`src/hdl/oafr_pkg.sv`:
```
// ----------------------------------------------------------------------------
// oafr_pkg
// Types and constants shared by the optical autobaud frame receiver.
// ----------------------------------------------------------------------------
`default_nettype none

package oafr_pkg;

  localparam int CFG_ADDR_W  = 2;
  localparam int CFG_DATA_W  = 16;
  localparam int FRAME_BITS  = 56;
  localparam int CALIB_MAX   = 1024;

  localparam logic [CFG_ADDR_W-1:0] CFG_SETTLE   = 2'd0;
  localparam logic [CFG_ADDR_W-1:0] CFG_CSAMPLES = 2'd1;
  localparam logic [CFG_ADDR_W-1:0] CFG_MINEDGES = 2'd2;
  localparam logic [CFG_ADDR_W-1:0] CFG_NPAD     = 2'd3;

  localparam logic [7:0] YEAR_MAX   = 8'd63;
  localparam logic [7:0] MONTH_MAX  = 8'd12;
  localparam logic [7:0] DAY_MAX    = 8'd31;
  localparam logic [7:0] HOUR_MAX   = 8'd23;
  localparam logic [7:0] MINSEC_MAX = 8'd59;

  typedef enum logic [2:0] {
    PH_CAL    = 3'd0,
    PH_LISTEN = 3'd1,
    PH_PRE    = 3'd2,
    PH_DATA   = 3'd3,
    PH_OK     = 3'd4,
    PH_ERR    = 3'd5
  } phase_t;

  typedef enum logic [2:0] {
    ST_IDLE,
    ST_EXEC,
    ST_DSTART,
    ST_DWAIT,
    ST_FIN,
    ST_OUT
  } ctl_state_t;

  typedef struct packed {
    logic        action;
    logic [15:0] sample;
  } in_item_t;

  typedef struct packed {
    logic [2:0]  phase;
    logic [5:0]  bit_count;
    logic [15:0] period_ticks;
    logic [15:0] level_threshold;
    logic [7:0]  year_field;
    logic [7:0]  month_field;
    logic [7:0]  day_field;
    logic [7:0]  hour_field;
    logic [7:0]  minute_field;
    logic [7:0]  second_field;
    logic        sum_ok;
  } out_item_t;

  typedef struct packed {
    logic capture;
    logic exec;
    logic fin;
    logic load_out;
  } oafr_cmd_t;

  typedef struct packed {
    logic need_div;
    logic out_free;
  } oafr_sts_t;

endpackage

`default_nettype wire

```
`src/hdl/optical_autobaud_frame_receiver.sv`:
```
// ----------------------------------------------------------------------------
// optical_autobaud_frame_receiver
// Light-sensor frame decoder with self-calibrated threshold and bit period.
// ----------------------------------------------------------------------------
// Usage:
//   Input channel (in_valid/in_stall/in_data): one word per sensor tick, or a
//   restart word (action set). Every input word yields exactly one result word
//   on the out channel (out_valid/out_stall/out_data) showing the decoder state
//   after that word. Configuration (cfg_we/cfg_addr/cfg_wdata) must be written
//   by the user only while the block idles; the block does not enforce this.
// Sequencing and throughput:
//   A plain word is captured, executed and then loaded into the result
//   register before the next word is taken. The word that ends calibration,
//   and each preamble edge once min_edges is met, also runs the shared
//   32-step restoring divider before its result is loaded. One word is in
//   work at a time; the divider sets the worst case.
// Reset: rst_n (synchronous) restores register defaults, clears the decoder
//   to the calibrate phase and empties the result register.
// Stall: a result held by out_stall keeps its word; the next input word is
//   still accepted and worked on, then waits until the result register frees.
// ----------------------------------------------------------------------------
`default_nettype none

module optical_autobaud_frame_receiver #(
  parameter int DATA_BITS    = 56,
  parameter int SAMPLE_WIDTH = 16
) (
  input  wire logic                            clk,
  input  wire logic                            rst_n,
  input  wire logic                            in_valid,
  output logic                                 in_stall,
  input  wire oafr_pkg::in_item_t              in_data,
  output logic                                 out_valid,
  input  wire logic                            out_stall,
  output oafr_pkg::out_item_t                  out_data,
  input  wire logic                            cfg_we,
  input  wire logic [oafr_pkg::CFG_ADDR_W-1:0] cfg_addr,
  input  wire logic [oafr_pkg::CFG_DATA_W-1:0] cfg_wdata
);
  import oafr_pkg::*;

  // controller to datapath commands and status back
  oafr_cmd_t   cmd;
  oafr_sts_t   sts;

  // shared divider hookup
  logic        div_start;
  logic        div_done;
  logic [31:0] div_dividend;
  logic [15:0] div_divisor;
  logic [31:0] div_quot;

  oafr_ctl u_ctl (
    .clk       (clk),
    .rst_n     (rst_n),
    .in_valid  (in_valid),
    .in_stall  (in_stall),
    .cmd       (cmd),
    .sts       (sts),
    .div_start (div_start),
    .div_done  (div_done)
  );

  oafr_dp #(
    .DATA_BITS    (DATA_BITS),
    .SAMPLE_WIDTH (SAMPLE_WIDTH)
  ) u_dp (
    .clk          (clk),
    .rst_n        (rst_n),
    .cmd          (cmd),
    .sts          (sts),
    .in_data      (in_data),
    .cfg_we       (cfg_we),
    .cfg_addr     (cfg_addr),
    .cfg_wdata    (cfg_wdata),
    .div_dividend (div_dividend),
    .div_divisor  (div_divisor),
    .div_quot     (div_quot),
    .out_valid    (out_valid),
    .out_stall    (out_stall),
    .out_data     (out_data)
  );

  // baseline mean and bit period share this unit
  oafr_div u_div (
    .clk      (clk),
    .rst_n    (rst_n),
    .start    (div_start),
    .dividend (div_dividend),
    .divisor  (div_divisor),
    .done     (div_done),
    .quot     (div_quot)
  );

endmodule

`default_nettype wire

```
`src/hdl/oafr_div.sv`:
```
// ----------------------------------------------------------------------------
// oafr_div
// Restoring divider, 32 by 16 bits, one quotient bit per cycle.
// ----------------------------------------------------------------------------
`default_nettype none

module oafr_div (
  input  wire logic        clk,
  input  wire logic        rst_n,
  input  wire logic        start,
  input  wire logic [31:0] dividend,
  input  wire logic [15:0] divisor,
  output logic             done,
  output logic [31:0]      quot
);
  logic        busy_r, busy_nxt;
  logic        done_r, done_nxt;
  logic [4:0]  cnt_r, cnt_nxt;
  logic [31:0] q_r, q_nxt;
  logic [15:0] rem_r, rem_nxt;
  logic [15:0] dsr_r, dsr_nxt;
  logic [16:0] rem_sh;
  logic        ge;

  always_comb begin
    rem_sh   = {rem_r, q_r[31]};
    ge       = (rem_sh >= {1'b0, dsr_r});
    busy_nxt = busy_r;
    done_nxt = 1'b0;
    cnt_nxt  = cnt_r;
    q_nxt    = q_r;
    rem_nxt  = rem_r;
    dsr_nxt  = dsr_r;
    if (start) begin
      busy_nxt = 1'b1;
      cnt_nxt  = '0;
      q_nxt    = dividend;
      rem_nxt  = '0;
      dsr_nxt  = divisor;
    end else if (busy_r) begin
      // shift in one dividend bit, subtract when it fits
      rem_nxt = ge ? 16'(rem_sh - {1'b0, dsr_r}) : rem_sh[15:0];
      q_nxt   = {q_r[30:0], ge};
      cnt_nxt = cnt_r + 5'd1;
      if (cnt_r == 5'd31) begin
        busy_nxt = 1'b0;
        done_nxt = 1'b1;
      end
    end
  end

  always_ff @(posedge clk) begin
    if (!rst_n) begin
      busy_r <= 1'b0;
      done_r <= 1'b0;
      cnt_r  <= '0;
    end else begin
      busy_r <= busy_nxt;
      done_r <= done_nxt;
      cnt_r  <= cnt_nxt;
    end
    q_r   <= q_nxt;
    rem_r <= rem_nxt;
    dsr_r <= dsr_nxt;
  end

  assign done = done_r;
  assign quot = q_r;

endmodule

`default_nettype wire

```
`src/hdl/oafr_dp.sv`:
```
// ----------------------------------------------------------------------------
// oafr_dp
// Datapath: configuration, decoder state, frame store and result register.
// ----------------------------------------------------------------------------
`default_nettype none

module oafr_dp #(
  parameter int DATA_BITS    = 56,
  parameter int SAMPLE_WIDTH = 16
) (
  input  wire logic                          clk,
  input  wire logic                          rst_n,
  input  wire oafr_pkg::oafr_cmd_t           cmd,
  output oafr_pkg::oafr_sts_t                sts,
  input  wire oafr_pkg::in_item_t            in_data,
  input  wire logic                          cfg_we,
  input  wire logic [oafr_pkg::CFG_ADDR_W-1:0] cfg_addr,
  input  wire logic [oafr_pkg::CFG_DATA_W-1:0] cfg_wdata,
  output logic [31:0]                        div_dividend,
  output logic [15:0]                        div_divisor,
  input  wire logic [31:0]                   div_quot,
  output logic                               out_valid,
  input  wire logic                          out_stall,
  output oafr_pkg::out_item_t                out_data
);
  import oafr_pkg::*;

  localparam int SW     = SAMPLE_WIDTH;
  localparam int SUM_W  = SAMPLE_WIDTH + 10;
  localparam int BITS_W = $clog2(DATA_BITS + 1);

  // configuration
  logic [15:0] settle_r;
  logic [10:0] csamples_r;
  logic [7:0]  minedges_r;
  logic [9:0]  npad_r;

  // decoder state
  phase_t             mode_r, mode_nxt;
  logic [15:0]        tick_r, tick_nxt;
  logic [SUM_W-1:0]   csum_r, csum_nxt;
  logic [10:0]        ccount_r, ccount_nxt;
  logic [SW-1:0]      clow_r, clow_nxt;
  logic [SW-1:0]      chigh_r, chigh_nxt;
  logic [15:0]        thr_r, thr_nxt;
  logic               wb_r, wb_nxt;
  logic [15:0]        last_r, last_nxt;
  logic [31:0]        esum_r, esum_nxt;
  logic [15:0]        ecount_r, ecount_nxt;
  logic [15:0]        period_r, period_nxt;
  logic [15:0]        next_r, next_nxt;
  logic [BITS_W-1:0]  bits_r, bits_nxt;
  logic [FRAME_BITS-1:0] frame_r, frame_nxt;
  logic               dsel_r, dsel_nxt;
  in_item_t           item_r;
  logic               ovalid_r, ovalid_nxt;
  out_item_t          out_r;

  // working values
  logic [SW-1:0] rd;
  logic          bright;
  logic [15:0]   tick_inc;
  logic [10:0]   ccount_inc;
  logic [10:0]   target;
  logic [15:0]   interval;
  logic [15:0]   ecount_inc;
  logic [BITS_W-1:0] bits_inc;
  logic [16:0]   margin;
  logic [16:0]   half_limit;
  logic [7:0]    byte_sum;

  function automatic logic frame_ok(input logic [FRAME_BITS-1:0] f);
    logic ok;
    ok = 1'b1;
    if (f[7:0] > YEAR_MAX) ok = 1'b0;
    if (f[15:8] < 8'd1 || f[15:8] > MONTH_MAX) ok = 1'b0;
    if (f[23:16] < 8'd1 || f[23:16] > DAY_MAX) ok = 1'b0;
    if (f[31:24] > HOUR_MAX) ok = 1'b0;
    if (f[39:32] > MINSEC_MAX) ok = 1'b0;
    if (f[47:40] > MINSEC_MAX) ok = 1'b0;
    return ok;
  endfunction

  always_comb begin
    rd         = item_r.sample[SW-1:0];
    bright     = (16'(rd) < thr_r);
    tick_inc   = tick_r + 16'd1;
    ccount_inc = ccount_r + 11'd1;
    ecount_inc = ecount_r + 16'd1;
    bits_inc   = bits_r + BITS_W'(1);
    interval   = tick_inc - last_r;
    half_limit = 17'(period_r) + 17'(period_r >> 1);
    margin     = 17'(chigh_r - clow_r) + 17'(npad_r);
    if (csamples_r == 11'd0) begin
      target = 11'd1;
    end else if (csamples_r > 11'(CALIB_MAX)) begin
      target = 11'(CALIB_MAX);
    end else begin
      target = csamples_r;
    end

    mode_nxt     = mode_r;
    tick_nxt     = tick_r;
    csum_nxt     = csum_r;
    ccount_nxt   = ccount_r;
    clow_nxt     = clow_r;
    chigh_nxt    = chigh_r;
    thr_nxt      = thr_r;
    wb_nxt       = wb_r;
    last_nxt     = last_r;
    esum_nxt     = esum_r;
    ecount_nxt   = ecount_r;
    period_nxt   = period_r;
    next_nxt     = next_r;
    bits_nxt     = bits_r;
    frame_nxt    = frame_r;
    dsel_nxt     = dsel_r;
    sts.need_div = 1'b0;
    sts.out_free = !ovalid_r || !out_stall;

    if (cmd.exec) begin
      if (item_r.action) begin
        mode_nxt   = PH_CAL;
        tick_nxt   = '0;
        csum_nxt   = '0;
        ccount_nxt = '0;
        clow_nxt   = '1;
        chigh_nxt  = '0;
        thr_nxt    = '0;
        wb_nxt     = 1'b0;
        last_nxt   = '0;
        esum_nxt   = '0;
        ecount_nxt = '0;
        period_nxt = '0;
        next_nxt   = '0;
        bits_nxt   = '0;
        frame_nxt  = '0;
      end else begin
        tick_nxt = tick_inc;
        case (mode_r)
          PH_CAL: begin
            if (tick_inc > settle_r) begin
              csum_nxt   = csum_r + SUM_W'(rd);
              ccount_nxt = ccount_inc;
              if (rd < clow_r) clow_nxt = rd;
              if (rd > chigh_r) chigh_nxt = rd;
              if (ccount_inc >= target) begin
                sts.need_div = 1'b1;
                dsel_nxt     = 1'b0;
              end
            end
          end
          PH_LISTEN: begin
            if (bright && !wb_r) begin
              last_nxt = tick_inc;
              mode_nxt = PH_PRE;
            end
            wb_nxt = bright;
          end
          PH_PRE: begin
            if (bright != wb_r) begin
              esum_nxt   = esum_r + 32'(interval);
              ecount_nxt = ecount_inc;
              last_nxt   = tick_inc;
              if (ecount_inc != 16'd0 && ecount_inc >= 16'(minedges_r)) begin
                sts.need_div = 1'b1;
                dsel_nxt     = 1'b1;
              end
            end else if (period_r != 16'd0) begin
              if (17'(interval) > half_limit) begin
                mode_nxt = PH_DATA;
                bits_nxt = '0;
                next_nxt = last_r + (period_r << 1) + (period_r >> 1);
              end
            end
            wb_nxt = bright;
          end
          PH_DATA: begin
            if (tick_inc >= next_r) begin
              if (bright && bits_r < BITS_W'(FRAME_BITS)) begin
                frame_nxt[bits_r[5:0]] = 1'b1;
              end
              bits_nxt = bits_inc;
              next_nxt = next_r + period_r;
              if (bits_inc >= BITS_W'(DATA_BITS)) begin
                mode_nxt = frame_ok(frame_nxt) ? PH_OK : PH_ERR;
              end
            end
          end
          default: begin
          end
        endcase
      end
    end

    if (cmd.fin) begin
      if (dsel_r) begin
        period_nxt = (div_quot[31:16] != 16'd0) ? 16'hFFFF : div_quot[15:0];
      end else begin
        thr_nxt  = (div_quot[16:0] > margin) ? 16'(div_quot[16:0] - margin) : 16'd0;
        wb_nxt   = 1'b0;
        mode_nxt = PH_LISTEN;
      end
    end
  end

  assign div_dividend = dsel_r ? esum_r : 32'(csum_r);
  assign div_divisor  = dsel_r ? ecount_r : 16'(ccount_r);

  always_comb begin
    byte_sum = frame_r[7:0] + frame_r[15:8] + frame_r[23:16] + frame_r[31:24]
             + frame_r[39:32] + frame_r[47:40];
    ovalid_nxt   = ovalid_r;
    if (cmd.load_out) begin
      ovalid_nxt = 1'b1;
    end else if (ovalid_r && !out_stall) begin
      ovalid_nxt = 1'b0;
    end
  end

  always_ff @(posedge clk) begin
    if (!rst_n) begin
      settle_r   <= 16'd192;
      csamples_r <= 11'd64;
      minedges_r <= 8'd4;
      npad_r     <= 10'd10;
    end else if (cfg_we) begin
      case (cfg_addr)
        CFG_SETTLE:   settle_r   <= cfg_wdata;
        CFG_CSAMPLES: csamples_r <= cfg_wdata[10:0];
        CFG_MINEDGES: minedges_r <= cfg_wdata[7:0];
        CFG_NPAD:     npad_r     <= cfg_wdata[9:0];
        default: begin
        end
      endcase
    end
  end

  always_ff @(posedge clk) begin
    if (!rst_n) begin
      mode_r   <= PH_CAL;
      tick_r   <= '0;
      csum_r   <= '0;
      ccount_r <= '0;
      clow_r   <= '1;
      chigh_r  <= '0;
      thr_r    <= '0;
      wb_r     <= 1'b0;
      last_r   <= '0;
      esum_r   <= '0;
      ecount_r <= '0;
      period_r <= '0;
      next_r   <= '0;
      bits_r   <= '0;
      frame_r  <= '0;
      dsel_r   <= 1'b0;
      ovalid_r <= 1'b0;
    end else begin
      mode_r   <= mode_nxt;
      tick_r   <= tick_nxt;
      csum_r   <= csum_nxt;
      ccount_r <= ccount_nxt;
      clow_r   <= clow_nxt;
      chigh_r  <= chigh_nxt;
      thr_r    <= thr_nxt;
      wb_r     <= wb_nxt;
      last_r   <= last_nxt;
      esum_r   <= esum_nxt;
      ecount_r <= ecount_nxt;
      period_r <= period_nxt;
      next_r   <= next_nxt;
      bits_r   <= bits_nxt;
      frame_r  <= frame_nxt;
      dsel_r   <= dsel_nxt;
      ovalid_r <= ovalid_nxt;
    end
  end

  // item and result words
  always_ff @(posedge clk) begin
    if (cmd.capture) begin
      item_r <= in_data;
    end
    if (cmd.load_out) begin
      out_r.phase           <= mode_r;
      out_r.bit_count       <= bits_r[5:0];
      out_r.period_ticks    <= period_r;
      out_r.level_threshold <= thr_r;
      out_r.year_field      <= frame_r[7:0];
      out_r.month_field     <= frame_r[15:8];
      out_r.day_field       <= frame_r[23:16];
      out_r.hour_field      <= frame_r[31:24];
      out_r.minute_field    <= frame_r[39:32];
      out_r.second_field    <= frame_r[47:40];
      out_r.sum_ok          <= (byte_sum == frame_r[55:48]);
    end
  end

  assign out_valid = ovalid_r;
  assign out_data  = out_r;

endmodule

`default_nettype wire

```
`src/hdl/oafr_ctl.sv`:
```
// ----------------------------------------------------------------------------
// oafr_ctl
// Sequencer: accept a word, update the decoder, run the divider when needed, emit result.
// ----------------------------------------------------------------------------
`default_nettype none

module oafr_ctl (
  input  wire logic                clk,
  input  wire logic                rst_n,
  input  wire logic                in_valid,
  output logic                     in_stall,
  output oafr_pkg::oafr_cmd_t      cmd,
  input  wire oafr_pkg::oafr_sts_t sts,
  output logic                     div_start,
  input  wire logic                div_done
);
  import oafr_pkg::*;

  ctl_state_t state_r, state_nxt;

  always_comb begin
    state_nxt = state_r;
    case (state_r)
      ST_IDLE:   if (in_valid) state_nxt = ST_EXEC;
      ST_EXEC:   state_nxt = sts.need_div ? ST_DSTART : ST_OUT;
      ST_DSTART: state_nxt = ST_DWAIT;
      ST_DWAIT:  if (div_done) state_nxt = ST_FIN;
      ST_FIN:    state_nxt = ST_OUT;
      ST_OUT:    if (sts.out_free) state_nxt = ST_IDLE;
      default:   state_nxt = ST_IDLE;
    endcase
  end

  always_comb begin
    in_stall     = (state_r != ST_IDLE);
    cmd.capture  = (state_r == ST_IDLE) && in_valid;
    cmd.exec     = (state_r == ST_EXEC);
    cmd.fin      = (state_r == ST_FIN);
    cmd.load_out = (state_r == ST_OUT) && sts.out_free;
    div_start    = (state_r == ST_DSTART);
  end

  always_ff @(posedge clk) begin
    if (!rst_n) begin
      state_r <= ST_IDLE;
    end else begin
      state_r <= state_nxt;
    end
  end

endmodule

`default_nettype wire

```
`config.mk`:
```
export PLATFORM = sky130hd
export DESIGN_NAME = optical_autobaud_frame_receiver
export DESIGN_NICKNAME = d
export VERILOG_FILES = /design/src/hdl/oafr_pkg.sv /design/src/hdl/optical_autobaud_frame_receiver.sv /design/src/hdl/oafr_div.sv /design/src/hdl/oafr_dp.sv /design/src/hdl/oafr_ctl.sv
export SDC_FILE = /design/constraint.sdc
export NUM_CORES = 1
export LEC_CHECK = 0
export BUFFER_PORTS_ARGS = -buffer_cell sky130_fd_sc_hd__buf_2
export CAP_MARGIN = 5
export CELL_PAD_IN_SITES_DETAIL_PLACEMENT = 1
export CELL_PAD_IN_SITES_GLOBAL_PLACEMENT = 1
export CORE_ASPECT_RATIO = 1.2
export CORE_MARGIN = 1
export CORE_UTILIZATION = 35
export CTS_CLUSTER_DIAMETER = 120
export CTS_CLUSTER_SIZE = 20
export DETAILED_ROUTE_END_ITERATION = 16
export HOLD_SLACK_MARGIN = 0.12
export PLACE_DENSITY_LB_ADDON = 0.3
export SYNTH_ARGS = -nofsm -noshare
export SYNTH_HDL_FRONTEND = slang
export SYNTH_SLANG_ARGS = --single-unit
```
`constraint.sdc`:
```
create_clock -name clk -period 6.37 [get_ports clk]
set_input_delay 0.3185 -clock clk [delete_from_list [all_inputs] [get_ports clk]]
set_output_delay 0.3185 -clock clk [all_outputs]
set_load 0.03 [all_outputs]
```
# After elaboration in Yosys (flattened, before gate mapping)

Cells that the tools add are included.

Register bits: 491
Input bits: 40
Output and inout port bits: 92
Logic and storage cells: 285

Add/subtract/negate cells: 21
$lt $le $gt $ge: 23
Equal/unequal tests: 28
Mux-type cells: 115
Bitwise operators: 4
Reduce and logical (&&, ||, !) cells: 51

Operator list:

| operator              | count |
|---|---|
| $mux 16               | 31 |
| $mux 56               | 8 |
| $mux 32               | 6 |
| $mux 26               | 3 |
| $mux 11               | 6 |
| $pmux 16 s2           | 2 |
| $or 56x56->56         | 1 |
| $reduce_bool 16->1    | 3 |
| $sub 16x16->16        | 3 |
| $mux 3                | 14 |
| $add 8x8->8           | 5 |
| $mux 1                | 34 |
| $add 16x1->16 const B | 2 |
| $add 16x16->16        | 2 |
| $add 32x16->32        | 1 |
| $gt 16x16->1          | 2 |
| $lt 16x16->1          | 2 |
| $mux 6                | 5 |
| $add 26x16->26        | 1 |
| $gt 8x6->1 const B    | 3 |
| $reduce_bool 2->1     | 11 |
| $ne 3x1->1 const B    | 6 |
| $pmux 3 s6            | 1 |
| $add 16x15->17        | 1 |
| other kinds (50)      | 89 |

# Depth between registers and ports, before layout

Depth in word-level cells: 30
Mapped depth: 24
Depth with buffers taken out: 22

# By module

From an unflattened synthesis, not the netlist that was laid out.

Cell total of the unflattened synthesis: 3352
Area, all modules: 31231.2 um2

By module, submodules not included:

| module   | instances | cells an instance | area an instance (um2) | seq. area each (um2) |
|---|---|---|---|---|
| oafr_dp  | 1         | 2974              | 27091.0                | 9419.0 |
| oafr_div | 1         | 348               | 3862.5                 | 1901.8 |
| oafr_ctl | 1         | 30                | 277.8                  | 60.1 |

# Least setup slack after synthesis

No wires, ideal clock.

Kind: reg2reg
From: reg u_dp.tick_r[0]
To: reg u_dp.bits_r[1]
Library setup time: 0.128 ns
Arrival: 4.712 ns
Required time: 6.242 ns
Slack: 1.530 ns
Stages on the path, launching flop included: 24
Path buffers: 2
Cells stage by stage: dfxtp_1 > ha_1 > xor2_1 > ha_1 > nor2b_1 > o21ai_0 > a21boi_0 > o21ai_0 > a211oi_1 > o31ai_1 > o21bai_1 > a21oi_1 > xnor2_1 > ha_1 > and4_1 > nand4_1 > a31oi_1 > a2111oi_1 > a311oi_2 > o311ai_2 > buf_6 > buf_6 > mux2i_1 > nor2_1

Word-level cells in the longest chain between the ends: 5

RTL lines:

| what                           | RTL line       | text |
|---|---|---|
| from (decl)                    | oafr_dp.sv:40  | `logic [15:0] tick_r, tick_nxt;` |
| from (signal assigned)         | oafr_dp.sv:260 | `tick_r <= tick_nxt;` |
| $add 16x1->16 (*)              | oafr_dp.sv:87  | `tick_inc = tick_r + 16'd1;` |
| $sub 16x16->16                 | oafr_dp.sv:91  | `interval = tick_inc - last_r;` |
| $gt 16x17->1                   | oafr_dp.sv:170 | `if (17'(interval) > half_limit) begin` |
| $ne 3x1->1 (no line)           | n/a            |  |
| $reduce_and 6->1 (no line) (*) | n/a            |  |
| to (signal assigned)           | oafr_dp.sv:272 | `bits_r <= bits_nxt;` |
| to (decl)                      | oafr_dp.sv:52  | `logic [BITS_W-1:0] bits_r, bits_nxt;` |

Mark *: on every way between the ends. The rest lies on a longest branch, timed or not.
A chain may end at the register's enable or synchronous reset.

# Final worst setup path

Same ends and word-level chain as after synthesis.

==> out/metrics.csv <==
stage,metric,value,unit
critical_path,critical path's largest stage delay,0.60,ns
critical_path,crit end category,register,
cts,# Post-CTS Setup Buffers,0,
timing,Slew @ Worst Pin,1.20,ns
global_routing,All-Layer GR Usage,21.2,%
drt,drt wl/cell,20.6,um
timing,Final period util,88.6,%
critical_path,Buf/Inv on CP,2,
synthesis,post-synth cell types,99,
min_path,Hold Crit Class,in -> reg,
die,Die H,323,um
final_layout,diode count,0,
final_layout,share of cells above drive strength 1,8.40,%
power,internal power,4600,uW
timing,crit path time final,5.65,ns
power,Clk pwr share,31.4,%
die,Die Footprint,87200,um^2
power,Comb pwr share,16.8,%
status,status,finished clean,
synthesis,syn nets,3689,
drt,Vias/cell,5.31,
cts,CTS tree,yes,
cts,Longest Clk Path Bufs,3,
timing,Worst Skew,0.0216,ns
synthesis,mux share of post-synthesis cell area,2.84,%
cts,clock sink count,491,
power,sw power,1950,uW
placed_design,GP Congestion,0.859,
synthesis,Synth Area in Compound Gates,16.9,%
critical_path,worst reg2reg startpoint,u_dp.tick_r[0]$_SDFFE_PN0P_,
critical_path,worst path cell trace,ha_1 -> nand3_1 -> nor2_1 -> and2_1 -> and3_1 -> and3_1 -> nand3_1 -> xnor2_1 -> ha_1 -> a21oi_1 -> xnor2_1 -> ha_1 -> and4_1 -> nand4_1 -> a31oi_1 -> a2111oi_1 -> a311oi_2 -> o311ai_4 -> buf_4 -> buf_4 -> mux2i_1 -> nor2_1,
placed_design,input/output buffers,131,
power,pwr/cell area,197,nW/um^2
drt,ANT nets after route,0,
critical_path,critical path class,reg -> reg,
synthesis,Adder-Cell Fraction of Synth Area,15.7,%
placed_design,pre-CTS setup slack,0.767,ns
die,num rows,117,
synthesis,"flops & latches, synth",491,
critical_path,Crit Path Max Fanout,20,
drt,DR DRC count,0,
timing,setup TNS,0,ns
timing,Fin. Hold Viols,0,
final_layout,nets@finish,3801,
timing,Worst slew margin,19.5,%
power,Sw Share,29.8,%
die,initial core utilization,35.4,%
synthesis,number of synthesized flops with an enable pin,155,
timing,# setup viols final,0,
critical_path,CP top delay family,simple AND/OR/NAND/NOR gates,
drt,Detailed Route WL,94000,um
synthesis,register area share after synthesis,37.8,%
die,Top Ports,132,
final_layout,post-route insts no fill,4571,
synthesis,cell count after synthesis,3306,
timing,Slew Limit Fails,0,
global_routing,initial antenna violation count,0,
critical_path,CP arrival,6.16,ns
synthesis,xor and xnor area share after synthesis,5.64,%
critical_path,Critical Path Source Type,register,
cts,CTS root buf,clkbuf_16,
drt,vias,24300,
synthesis,Synth warnings,0,
synthesis,largest family of logic cells by synthesized area,compound AO/OA/AOI/OAI gates,
power,leakage,0.0138,uW
timing,Fmax,177,MHz
critical_path,WP data required,6.88,ns
min_path,hold_sp,rst_n,
power,sequential share of power,51.8,%
final_layout,area delta synth->final,10.5,%
synthesis,cell area after synthesis,30100,um^2
global_routing,largest net degree at the start of global routing,76,
min_path,Worst Hold Path Cells,3,
timing,RSZ-0062 raised after global routing,no,
cts,H-tree depth,1,
power,worst vdd ir,0.211,mV
placed_design,Cells after DPL,4482,
critical_path,RR Endpoint,u_dp.bits_r[1]$_SDFFE_PN0P_,
min_path,Hold Crit Endpoint,u_dp.csum_r[10]$_SDFFE_PN0P_,
final_layout,# fillers,9877,
global_routing,vias in the first global route,24800,
critical_path,flop2flop setup slack,0.72,ns
cts,CTS Buf Count,29,
critical_path,CP most frequent cell,ha_1,
synthesis,ys async rst share,0,%
critical_path,FF-to-FF path depth,22,
die,core area,85100,um^2
global_routing,first-pass GRT wire length,146000,um
timing,final setup margin,0.725,ns
synthesis,syn avg cell area,9.10,um^2
drt,DRT Pass-1 Iters,5,
timing,Hold WS,0.185,ns
placed_design,HPWL Detailed,72000,um
global_routing,Congestion Overflow GR,0,
synthesis,top_reg_cell synth,dfxtp_1,
die,Die Wd,270,um
cts,Worst-path clk slew,0.10,ns
cts,cells resized by post-CTS repair,0,
critical_path,slowest CP cell,xnor2_1,
run,Max Cap Viol,0,
drt,Starting DRT DRC Count,1156,
synthesis,Synth Area in Simple Gates,16.1,%
cts,Worst-Skew Late Latency,0.63,ns
[per-layer routing]
layer / vias to the layer above / routed length, um / global-route usage, %
li1: 11900 / - / -
met1: 11900 / 41900 / 26.6
met2: 321 / 47600 / 39.0
met3: 93 / 2330 / 1.76
met4: 0 / 2120 / 5.42
met5: - / 0 / 0
[stage by stage]
stage          instance area, um^2  util, %  total power, uW
6_report                     33200     39.1             6550
5_1_grt                      33200     39.1             6850
4_1_cts                      33200     39.1             6640
3_5_place_dp                 32000     37.6             4550
3_3_place_gp                 32000     37.6             4540
2_1_floorplan                30100        -             4200
[flip-flops by register name (all words and copies together), names as in the netlist, 5 cells and up]
register         cells
u_dp.frame_r        56
u_dp.csamples_r     11
u_dp.thr_r          16
u_dp.settle_r       16
u_dp.ecount_r       16
u_dp.next_r         16
u_dp.ccount_r       11
u_div.cnt_r          5
u_dp.out_data       90
u_dp.bits_r          6
u_dp.period_r       16
u_dp.minedges_r      8
u_dp.tick_r         16
u_div.dsr_r         16
u_dp.chigh_r        16
u_dp.clow_r         16
u_dp.csum_r         26
u_div.quot          32
u_dp.rd             16
u_dp.esum_r         32
u_div.rem_r         16
u_dp.npad_r         10
u_dp.last_r         16
[placed cells by master, fill, tap and decap left out, types with 38 or more instances in the layout]
cell type	instances
ha_1	284
nor2_1	347
buf_2	131
nand3b_1	45
edfxtp_1	155
o21ai_0	102
nand2_1	264
a21oi_1	290
a22oi_1	52
mux2i_1	73
fa_1	59
or3_1	44
nand4_1	38
dfxtp_1	335
buf_4	47
a21o_1	60
nor3_1	67
xor2_1	73
xnor2_1	119
nand3_1	68
inv_1	246
[worst max path at each step]
stage | cells past startpoint | endpoint | slack [ns] | from
3_3_place_gp | 22 | u_dp.bits_r[1]$_SDFFE_PN0P_ | 0.96 | u_dp.tick_r[0]$_SDFFE_PN0P_
6_report | 22 | u_dp.bits_r[1]$_SDFFE_PN0P_ | 0.72 | u_dp.tick_r[0]$_SDFFE_PN0P_
2_1_floorplan | 23 | u_dp.bits_r[1]$_SDFFE_PN0P_ | 1.53 | u_dp.tick_r[0]$_SDFFE_PN0P_
5_1_grt | 23 | u_dp.bits_r[0]$_SDFFE_PN0P_ | 0.33 | u_dp.tick_r[0]$_SDFFE_PN0P_
3_5_place_dp | 22 | u_dp.bits_r[1]$_SDFFE_PN0P_ | 0.77 | u_dp.tick_r[0]$_SDFFE_PN0P_
4_1_cts | 22 | u_dp.bits_r[1]$_SDFFE_PN0P_ | 0.73 | u_dp.tick_r[0]$_SDFFE_PN0P_
[cell type report]
cell class	instances	area (um^2)	share of cell area, %
Sequential cell	491	11400	34.2
Multi-Input combinational cell	2433	17300	52.0
Tap cell	1130	1410	4.25
Timing Repair Buffer	213	1360	4.09
Clock buffer	51	830	2.50
Inverter	250	943	2.84
Clock inverter	3	41.3	0.124
[Yosys cell counts, drive strengths merged, types with 8 or more instances]
library cell  count  share of area, %
a21o             61               1.5
nor2            349               4.4
a211o             8              0.23
a31oi            38              0.84
nand3b           45               1.1
edfxtp          155                15
a22o             15              0.44
a311oi            8              0.30
mux2             11              0.41
nand4            38              0.79
nor2b            25              0.53
dfxtp           336                22
and2             16              0.33
a211oi           25              0.64
a21oi           293               4.9
or3              44              0.91
or2              14              0.29
o21ai           132               2.2
nor4             19              0.44
xor2             73               2.1
nand2b           12              0.25
nor3             69               1.2
o21a             33              0.82
fa               59               3.9
and3             37              0.77
buf              29              0.52
inv             248               3.1
xnor2           120               3.5
ha              284                12
a41oi             8              0.23
o211ai           15              0.37
a22oi            52               1.3
nand2           265               3.3
mux2i            73               2.4
o221a            13              0.49
nand3            69               1.2
clkbuf          103               1.3
o21bai           17              0.42
[worst register-to-register path, cell delays in order, from the launching register on]
cell	delay [ns]
dfxtp_1	0.49
ha_1	0.29
nand3_1	0.14
nor2_1	0.15
and2_1	0.22
and3_1	0.25
and3_1	0.25
nand3_1	0.11
xnor2_1	0.60
ha_1	0.39
a21oi_1	0.17
xnor2_1	0.18
ha_1	0.31
and4_1	0.21
nand4_1	0.11
a31oi_1	0.06
a2111oi_1	0.45
a311oi_2	0.14
o311ai_4	0.25
buf_4	0.28
buf_4	0.25
mux2i_1	0.20
nor2_1	0.05
[power groups by stage]
stage	logic (uW)	registers, uW	clock network (uW)
after floorplan	741	3460	0
after global placement	1070	3460	0
after detailed placement	1090	3460	0
after CTS	1110	3390	2140
after global routing	1210	3400	2230
final	1100	3390	2060
[cells by family after synthesis]
group | count (synthesis)
simple gates | 1026
buf+inv | 382
fa+ha+maj | 343
compound gates | 787
flops | 491
xor+xnor | 193
mux | 84
[what timing repair did]
item	4_1_cts	5_1_grt
endpoints found under the setup margin	0	0
hold buffers	35	0
endpoints found under the hold margin	64	0
No activity file was read; power rests on OpenSTA's default activity.
